--- src/design/pppq_pkg.sv ---
// Package of the pending packet queue: payload words, entry layout, codes and defaults.
// Used by every file of the design folder; depends on nothing.
package pppq_pkg;

	localparam int QUEUE_DEPTH_DEF = 32;
	localparam int CNT_W = 6;
	localparam int PADDR_W = 3;
	localparam logic [31:0] MAX_AGE_RST = 32'd3000;

	typedef enum logic [1:0] {
		ACT_ADD = 2'd0,
		ACT_VERDICT = 2'd1,
		ACT_COLLECT = 2'd2,
		ACT_NONE = 2'd3
	} action_t;

	typedef enum logic [1:0] {
		VRD_SEND = 2'd0,
		VRD_ENCAP = 2'd1,
		VRD_DROP = 2'd2,
		VRD_NONE = 2'd3
	} verdict_t;

	typedef enum logic [1:0] {
		RES_FWD = 2'd0,
		RES_ERR = 2'd1,
		RES_SUMMARY = 2'd2,
		RES_UNUSED = 2'd3
	} res_kind_t;

	localparam logic REG_MAX_AGE = 1'b0;
	localparam logic REG_LINK_MODE = 1'b1;

	typedef enum logic [2:0] {
		ST_IDLE,
		ST_EVICT_RD,
		ST_EVICT,
		ST_PRIME,
		ST_SCAN,
		ST_SUMMARY
	} state_t;

	typedef struct packed {
		logic [1:0] action;
		logic [15:0] packet_handle;
		logic [31:0] dst_addr;
		logic is_ipv4;
		logic [1:0] verdict_kind;
		logic route_present;
		logic [31:0] now;
	} req_word_t;

	typedef struct packed {
		logic [1:0] kind;
		logic [15:0] packet_handle_res;
		logic [4:0] send_slot;
		logic encapsulate;
		logic [5:0] released_count;
		logic status;
		logic last;
	} rsp_word_t;

	typedef struct packed {
		logic [15:0] handle;
		logic [31:0] dest;
		logic [31:0] stamp;
		logic ipv4;
	} entry_t;

endpackage

--- src/design/pppq_mem.sv ---
// Entry memory of the pending packet queue: one write port, one read port, registered read.
// Depends on pppq_pkg for the entry layout.
module pppq_mem #(
	parameter int DEPTH = pppq_pkg::QUEUE_DEPTH_DEF,
	parameter int IW = (DEPTH > 1) ? $clog2(DEPTH) : 1
) (
	input  logic clk,
	input  logic we,
	input  logic [IW-1:0] waddr,
	input  pppq_pkg::entry_t wdata,
	input  logic [IW-1:0] raddr,
	output pppq_pkg::entry_t rdata
);

	pppq_pkg::entry_t mem [DEPTH];

	always_ff @(posedge clk) begin
		if (we) begin
			mem[waddr] <= wdata;
		end
		rdata <= mem[raddr];
	end

endmodule

--- src/design/pending_packet_queue_by_destination.sv ---
// Top level of the pending packet queue: APB registers, sequencer and output register.
// Depends on pppq_pkg and pppq_mem.
//
// Packets are held in a circular buffer in one memory. When an add finds the queue full, the
// oldest word is evicted. A verdict or a collect reads the queue through the single read port
// of the entry memory one entry a cycle, except that a removed entry waits while the output
// register is full, and writes kept entries back compacted. With nothing to act on it skips the read.
// Every action ends with a summary word. No clearing pass is needed after reset.
module pending_packet_queue_by_destination #(
	parameter int QUEUE_DEPTH = pppq_pkg::QUEUE_DEPTH_DEF
) (
	input  logic clk,
	input  logic arst_n,
	input  logic req_valid,
	output logic req_ready,
	input  pppq_pkg::req_word_t req,
	output logic rsp_valid,
	input  logic rsp_ready,
	output pppq_pkg::rsp_word_t rsp,
	input  logic psel,
	input  logic penable,
	input  logic pwrite,
	input  logic [pppq_pkg::PADDR_W-1:0] paddr,
	input  logic [31:0] pwdata,
	output logic [31:0] prdata,
	output logic pready
);

	localparam int IW = (QUEUE_DEPTH > 1) ? $clog2(QUEUE_DEPTH) : 1;
	localparam int CW = pppq_pkg::CNT_W;
	localparam logic [CW-1:0] DEPTH_C = CW'(QUEUE_DEPTH);

	function automatic logic [IW-1:0] wrap(input logic [IW-1:0] base, input logic [CW-1:0] off);
		logic [CW:0] sum;
		sum = {{(CW+1-IW){1'b0}}, base} + {1'b0, off};
		if (sum >= {1'b0, DEPTH_C}) begin
			sum = sum - {1'b0, DEPTH_C};
		end
		return sum[IW-1:0];
	endfunction

	logic [31:0] max_age_q;
	logic link_mode_q;
	pppq_pkg::state_t state_q, state_d;
	pppq_pkg::req_word_t req_q;
	logic [IW-1:0] head_q;
	logic [CW-1:0] len_q, idx_q, keep_q, removed_q;
	logic [4:0] slot_q;
	logic status_q;
	logic rsp_valid_q;
	pppq_pkg::rsp_word_t rsp_q;

	logic mem_we;
	logic [IW-1:0] mem_waddr, mem_raddr;
	pppq_pkg::entry_t mem_wdata, mem_rdata;

	logic out_free, emit, hit, advance, scan_done, is_full;
	pppq_pkg::rsp_word_t emit_word;
	pppq_pkg::entry_t new_entry;

	pppq_mem #(.DEPTH(QUEUE_DEPTH), .IW(IW)) u_mem (
		.clk(clk), .we(mem_we), .waddr(mem_waddr), .wdata(mem_wdata),
		.raddr(mem_raddr), .rdata(mem_rdata)
	);

	assign pready = 1'b1;
	assign prdata = (paddr[2] == pppq_pkg::REG_LINK_MODE) ? {31'd0, link_mode_q} : max_age_q;

	always_ff @(posedge clk or negedge arst_n) begin
		if (!arst_n) begin
			max_age_q <= pppq_pkg::MAX_AGE_RST;
			link_mode_q <= 1'b0;
		end else if (psel && penable && pwrite) begin
			if (paddr[2] == pppq_pkg::REG_LINK_MODE) begin
				link_mode_q <= pwdata[0];
			end else begin
				max_age_q <= pwdata;
			end
		end
	end

	assign req_ready = (state_q == pppq_pkg::ST_IDLE);
	assign out_free = !rsp_valid_q || rsp_ready;
	assign is_full = (len_q >= DEPTH_C);
	assign new_entry = '{handle: req_q.packet_handle, dest: req_q.dst_addr,
		stamp: req_q.now, ipv4: req_q.is_ipv4};

	always_comb begin
		if (req_q.action == pppq_pkg::ACT_VERDICT) begin
			hit = (mem_rdata.dest == req_q.dst_addr);
		end else begin
			hit = ((req_q.now - mem_rdata.stamp) > max_age_q);
		end
	end
	assign advance = !hit || out_free;
	assign scan_done = ((idx_q + CW'(1)) >= len_q);

	always_comb begin
		state_d = state_q;
		unique case (state_q)
			pppq_pkg::ST_IDLE: begin
				if (req_valid) begin
					unique case (req.action)
						pppq_pkg::ACT_ADD: begin
							state_d = is_full ? pppq_pkg::ST_EVICT_RD : pppq_pkg::ST_SUMMARY;
						end
						pppq_pkg::ACT_VERDICT: begin
							if (req.verdict_kind == pppq_pkg::VRD_NONE || len_q == '0 ||
								(req.verdict_kind == pppq_pkg::VRD_SEND && !req.route_present)) begin
								state_d = pppq_pkg::ST_SUMMARY;
							end else begin
								state_d = pppq_pkg::ST_PRIME;
							end
						end
						pppq_pkg::ACT_COLLECT: begin
							state_d = (len_q == '0) ? pppq_pkg::ST_SUMMARY : pppq_pkg::ST_PRIME;
						end
						default: state_d = pppq_pkg::ST_SUMMARY;
					endcase
				end
			end
			pppq_pkg::ST_EVICT_RD: state_d = pppq_pkg::ST_EVICT;
			pppq_pkg::ST_EVICT: if (out_free) state_d = pppq_pkg::ST_SUMMARY;
			pppq_pkg::ST_PRIME: state_d = pppq_pkg::ST_SCAN;
			pppq_pkg::ST_SCAN: if (advance && scan_done) state_d = pppq_pkg::ST_SUMMARY;
			pppq_pkg::ST_SUMMARY: if (out_free) state_d = pppq_pkg::ST_IDLE;
			default: state_d = pppq_pkg::ST_IDLE;
		endcase
	end

	always_comb begin
		mem_we = 1'b0;
		mem_waddr = head_q;
		mem_wdata = new_entry;
		mem_raddr = head_q;
		emit = 1'b0;
		emit_word = '0;
		unique case (state_q)
			pppq_pkg::ST_IDLE: begin
				mem_waddr = wrap(head_q, len_q);
				mem_wdata = '{handle: req.packet_handle, dest: req.dst_addr,
					stamp: req.now, ipv4: req.is_ipv4};
				mem_we = req_valid && req.action == pppq_pkg::ACT_ADD && !is_full;
			end
			pppq_pkg::ST_EVICT: begin
				mem_we = out_free;
				emit = out_free;
				emit_word.kind = pppq_pkg::RES_ERR;
				emit_word.packet_handle_res = mem_rdata.handle;
			end
			pppq_pkg::ST_SCAN: begin
				mem_raddr = wrap(head_q, advance ? idx_q + CW'(1) : idx_q);
				mem_waddr = wrap(head_q, keep_q);
				mem_wdata = mem_rdata;
				mem_we = !hit;
				emit = hit && out_free;
				emit_word.packet_handle_res = mem_rdata.handle;
				if (req_q.action == pppq_pkg::ACT_VERDICT &&
					(req_q.verdict_kind == pppq_pkg::VRD_SEND ||
					(req_q.verdict_kind == pppq_pkg::VRD_ENCAP && !link_mode_q &&
					mem_rdata.ipv4))) begin
					emit_word.kind = pppq_pkg::RES_FWD;
					emit_word.send_slot = slot_q;
					emit_word.encapsulate = (req_q.verdict_kind == pppq_pkg::VRD_ENCAP);
				end else begin
					emit_word.kind = pppq_pkg::RES_ERR;
				end
			end
			pppq_pkg::ST_SUMMARY: begin
				emit = out_free;
				emit_word.kind = pppq_pkg::RES_SUMMARY;
				emit_word.released_count = removed_q;
				emit_word.status = status_q;
				emit_word.last = 1'b1;
			end
			default: begin
			end
		endcase
	end

	always_ff @(posedge clk or negedge arst_n) begin
		if (!arst_n) begin
			state_q <= pppq_pkg::ST_IDLE;
			head_q <= '0;
			len_q <= '0;
			idx_q <= '0;
			keep_q <= '0;
			removed_q <= '0;
			slot_q <= '0;
			status_q <= 1'b0;
			rsp_valid_q <= 1'b0;
		end else begin
			state_q <= state_d;
			if (emit) begin
				rsp_valid_q <= 1'b1;
			end else if (rsp_ready) begin
				rsp_valid_q <= 1'b0;
			end
			unique case (state_q)
				pppq_pkg::ST_IDLE: begin
					idx_q <= '0;
					keep_q <= '0;
					removed_q <= '0;
					slot_q <= '0;
					status_q <= req.action == pppq_pkg::ACT_VERDICT &&
						req.verdict_kind == pppq_pkg::VRD_SEND && !req.route_present;
					if (req_valid && req.action == pppq_pkg::ACT_ADD && !is_full) begin
						len_q <= len_q + CW'(1);
					end
				end
				pppq_pkg::ST_EVICT: begin
					if (out_free) begin
						head_q <= wrap(head_q, CW'(1));
						removed_q <= CW'(1);
					end
				end
				pppq_pkg::ST_SCAN: begin
					if (advance) begin
						idx_q <= idx_q + CW'(1);
						if (hit) begin
							removed_q <= removed_q + CW'(1);
							if (emit_word.kind == pppq_pkg::RES_FWD) begin
								slot_q <= slot_q + 5'd1;
							end
						end else begin
							keep_q <= keep_q + CW'(1);
						end
						if (scan_done) begin
							len_q <= hit ? keep_q : keep_q + CW'(1);
						end
					end
				end
				default: begin
				end
			endcase
		end
	end

	always_ff @(posedge clk) begin
		if (req_valid && req_ready) begin
			req_q <= req;
		end
		if (emit) begin
			rsp_q <= emit_word;
		end
	end

	assign rsp_valid = rsp_valid_q;
	assign rsp = rsp_q;

endmodule

--- config.mk ---
export PLATFORM = sky130hd
export DESIGN_NAME = pending_packet_queue_by_destination
export DESIGN_NICKNAME = d
export VERILOG_FILES = /design/src/design/pppq_pkg.sv /design/src/design/pppq_mem.sv /design/src/design/pending_packet_queue_by_destination.sv
export SDC_FILE = /design/constraint.sdc
export NUM_CORES = 2
export LEC_CHECK = 0
export BUFFER_PORTS_ARGS = -buffer_cell sky130_fd_sc_hd__buf_4
export CORE_MARGIN = 2
export CORE_UTILIZATION = 63
export CTS_CLUSTER_SIZE = 30
export DETAILED_ROUTE_END_ITERATION = 6
export PLACE_DENSITY = 0.78
export SLEW_MARGIN = 40
export SYNTH_ARGS = -nofsm -noshare
export SYNTH_HDL_FRONTEND = slang
export SYNTH_SLANG_ARGS = --single-unit
export TNS_END_PERCENT = 50
--- constraint.sdc ---
create_clock -name clk -period 11.9 [get_ports clk]
set_clock_uncertainty 0.05 [all_clocks]
set_input_delay 2.38 -clock clk [delete_from_list [all_inputs] [get_ports clk]]
set_output_delay 2.38 -clock clk [all_outputs]
set_load 0.02 [all_outputs]
==> results.ini <==
[grt]
grt_usage = 0.328
grt_max_degree = 173
antenna_found_initial = 6
grt_pass1_vias = 76016
grt_overflow = 0
grt_pass1_wl_mm = 466

[logic_synthesis]
synth_edf_count = 2709
syn_avg_cell_area_um2 = 12.8
async_flop_share = 0.0252
synthFlopType = edfxtp_1
netlist_instances = 9130
ys_seq_area_frac = 0.723
ys_types = 76
syn_area_um2 = 117000
yosys_warnings = 0
yosys_register_bits = 2862
synthesis.nets = 9345

[layout]
finalInstanceArea_um2 = 132000
nNetsFinal = 9473
nFillCells = 11398
final_util = 0.712
final_cell_mix = 2732 x nand2_1, 2709 x edfxtp_1, 758 x nand3_1
area_delta_synth_final_pct = 12.4
final_common_cell = nand2_1
drive_above_1_share = 0.108

[power_and_ir_drop]
ir_drop_uv = 315
p_leak_nw = 47.1
internal_power_mw = 24.2
power_frac_clock = 0.213
pwr-share-seq = 0.350
p_sw_frac = 0.405
p_comb_frac = 0.436
power.switching_mw = 16.5
power_density_nw_per_um2 = 309

[worst_setup_path]
cp_top_family = compound AO/OA/AOI/OAI gates
r2r_cells = 32
crit_cells = 32
crit_arrival_ns = 9.96
crit_required_ns = 12.65
path_class = flip-flop to flip-flop
critical_path_buf_inv_count = 3
slowest_stage = o311ai_1
crit_top_cell = ha_1
setup.worst_path.end_class = flip-flop
cp_max_fo = 23
start_kind = flip-flop
slowest_delay_ns = 0.63

[flow_run]
cap_violations = 0

[cts]
cts_tree = built
cts_buffers = 290
cts-root-buf = clkbuf_16
cts.sinks = 2862
clk_path_buf_depth = 4
insertion_delay_ns = 0.94
post_cts_buffers = 0
ctsHoldBuffers = 0
h-tree-depth = 5
cts_resized = 0
clk_pin_slew_ns = 0.07

[outcome]
status = complete, but fails checks
violations = DRC

[timing]
finalCriticalPeriod_ns = 9.21
setup_tns_ns = 0
grt_setup_unrepaired = no
slew-limit-headroom = 0.323
fmax_ghz = 0.109
worst_pin_slew_ns = 1.02
slew_violations = 0
hold_violations = 0
whs_ns = 0.428
post-route-period-util = 0.774
finalSetupViolCount = 0

[route]
wl_per_cell_um = 26.7
vias = 79020
top_layer = met5
wl_met3_mm = 40.3
drt-initial-drc-count = 12580
routed_wl_mm = 319
ant_nets = 0
wirelength_met1_mm = 112
dr.pass1.iters = 7
drc = 4
via_per_inst = 6.61
wl_met2_mm = 152

[floorplanning]
die_area_um2 = 189000
core.rowCount = 158
initial_core_util = 0.633
io_pins = 195
die_h_um = 435
coreArea_um2 = 185000
dieWidth_um = 435

[placement]
portBuffers = 191
placed_area_um2 = 123000
gp_congestion = 0.853
dp_hpwl_mm = 156

[worst_hold_path]
hp-class = flip-flop to flip-flop
whs_path_depth = 2

-- tightest hold or removal path, cell delays in order (launching register included) --
cell and delay (ns):
dfrtp_1 0.33, nand2_1 0.06, nand2_1 0.06
-- final timing paths --
path / from / slack, ns / end
min in group asynchronous: arst_n / 1.44 / len_q[0]
min reg2reg: status_q / 0.43 / status_q
max reg2reg: new_entry[7] / 2.69 / u_mem.rdata[6]
min: status_q / 0.43 / status_q
max: new_entry[7] / 2.69 / u_mem.rdata[6]
max in group asynchronous: arst_n / 9.84 / state_q[2]
-- metal layers --
layer  global-route usage  vias up
met5                    0        -
met2                0.530     5717
met1                0.433    38488
li1                     -    33879
met4                0.153        2
met3               0.0644      934
-- area by class of cell --
class	instances	area [um^2]	area share
diodes	4	10.0	0.0000760
repair buffers	458	4630	0.0351
multi-input cells	5545	29900	0.227
well taps	2480	3100	0.0236
flip-flops and latches	2862	84800	0.644
inverters	101	379	0.00288
clock buffers	382	7860	0.0596
clock inverters	124	1040	0.00789
-- synth_stat cells, drive strengths merged (31+ instances only) --
cell    instances  share of area
a21o          111         0.0071
xnor2          55         0.0042
a31oi         166         0.0089
and2           31         0.0017
buf           214         0.0088
ha             84         0.0090
nand3         758          0.032
mux2i          98         0.0084
nand2        2732          0.088
a21oi         128         0.0055
dfrtp          65          0.014
nor2          123         0.0039
a311oi        457          0.034
dfxtp          81          0.014
edfxtp       2709           0.69
a211oi         91         0.0080
clkbuf        408          0.013
inv           101         0.0032
o21ai         139         0.0060
and3          326          0.017
mux2           44         0.0042
-- logic make-up after synthesis --
logic type,count (synthesis),synth area share
AND/OR/NAND/NOR,4069,0.148
flip-flops,2862,0.723
AO/OA/AOI/OAI,1170,0.0753
buffers and inverters,723,0.0251
multiplexers,142,0.0126
adder cells (fa/ha/maj),87,0.00948
XOR/XNOR,76,0.00574
other,1,0.0000320
-- flip-flops by register name, summed over array words and instances (netlist names) --
register     flops
new_entry       81
rsp             32
link_mode_q      1
slot_q           5
rsp_valid        1
status_q         1
head_q           5
max_age_q       32
idx_q            6
u_mem.rdata     81
req_q            4
u_mem.mem     2592
state_q          3
len_q            6
keep_q           6
removed_q        6
-- power by group through the flow --
stage	Sequential (mW)	Clock [mW]	Combinational, mW
global placement	14.4	0	16.5
global route	14.3	9.09	19.1
detailed placement	14.4	0	17.2
floorplan	14.5	0	11.7
CTS	14.2	8.70	17.4
finish	14.2	8.68	17.7
-- per-stage QoR --
| step | worst slack (ns) | total power [mW] | std cells |
|---|---|---|---|
| floorplan | 2.95 | 26.2 | 9130 |
| global placement | 1.95 | 30.9 | 11424 |
| detailed placement | 2.58 | 31.6 | 11439 |
| CTS | 2.51 | 40.3 | 11945 |
| global route | 2.25 | 42.5 | 11956 |
| finish | 2.69 | 40.7 | 11956 |
No activity file was read; power rests on OpenSTA's default activity.
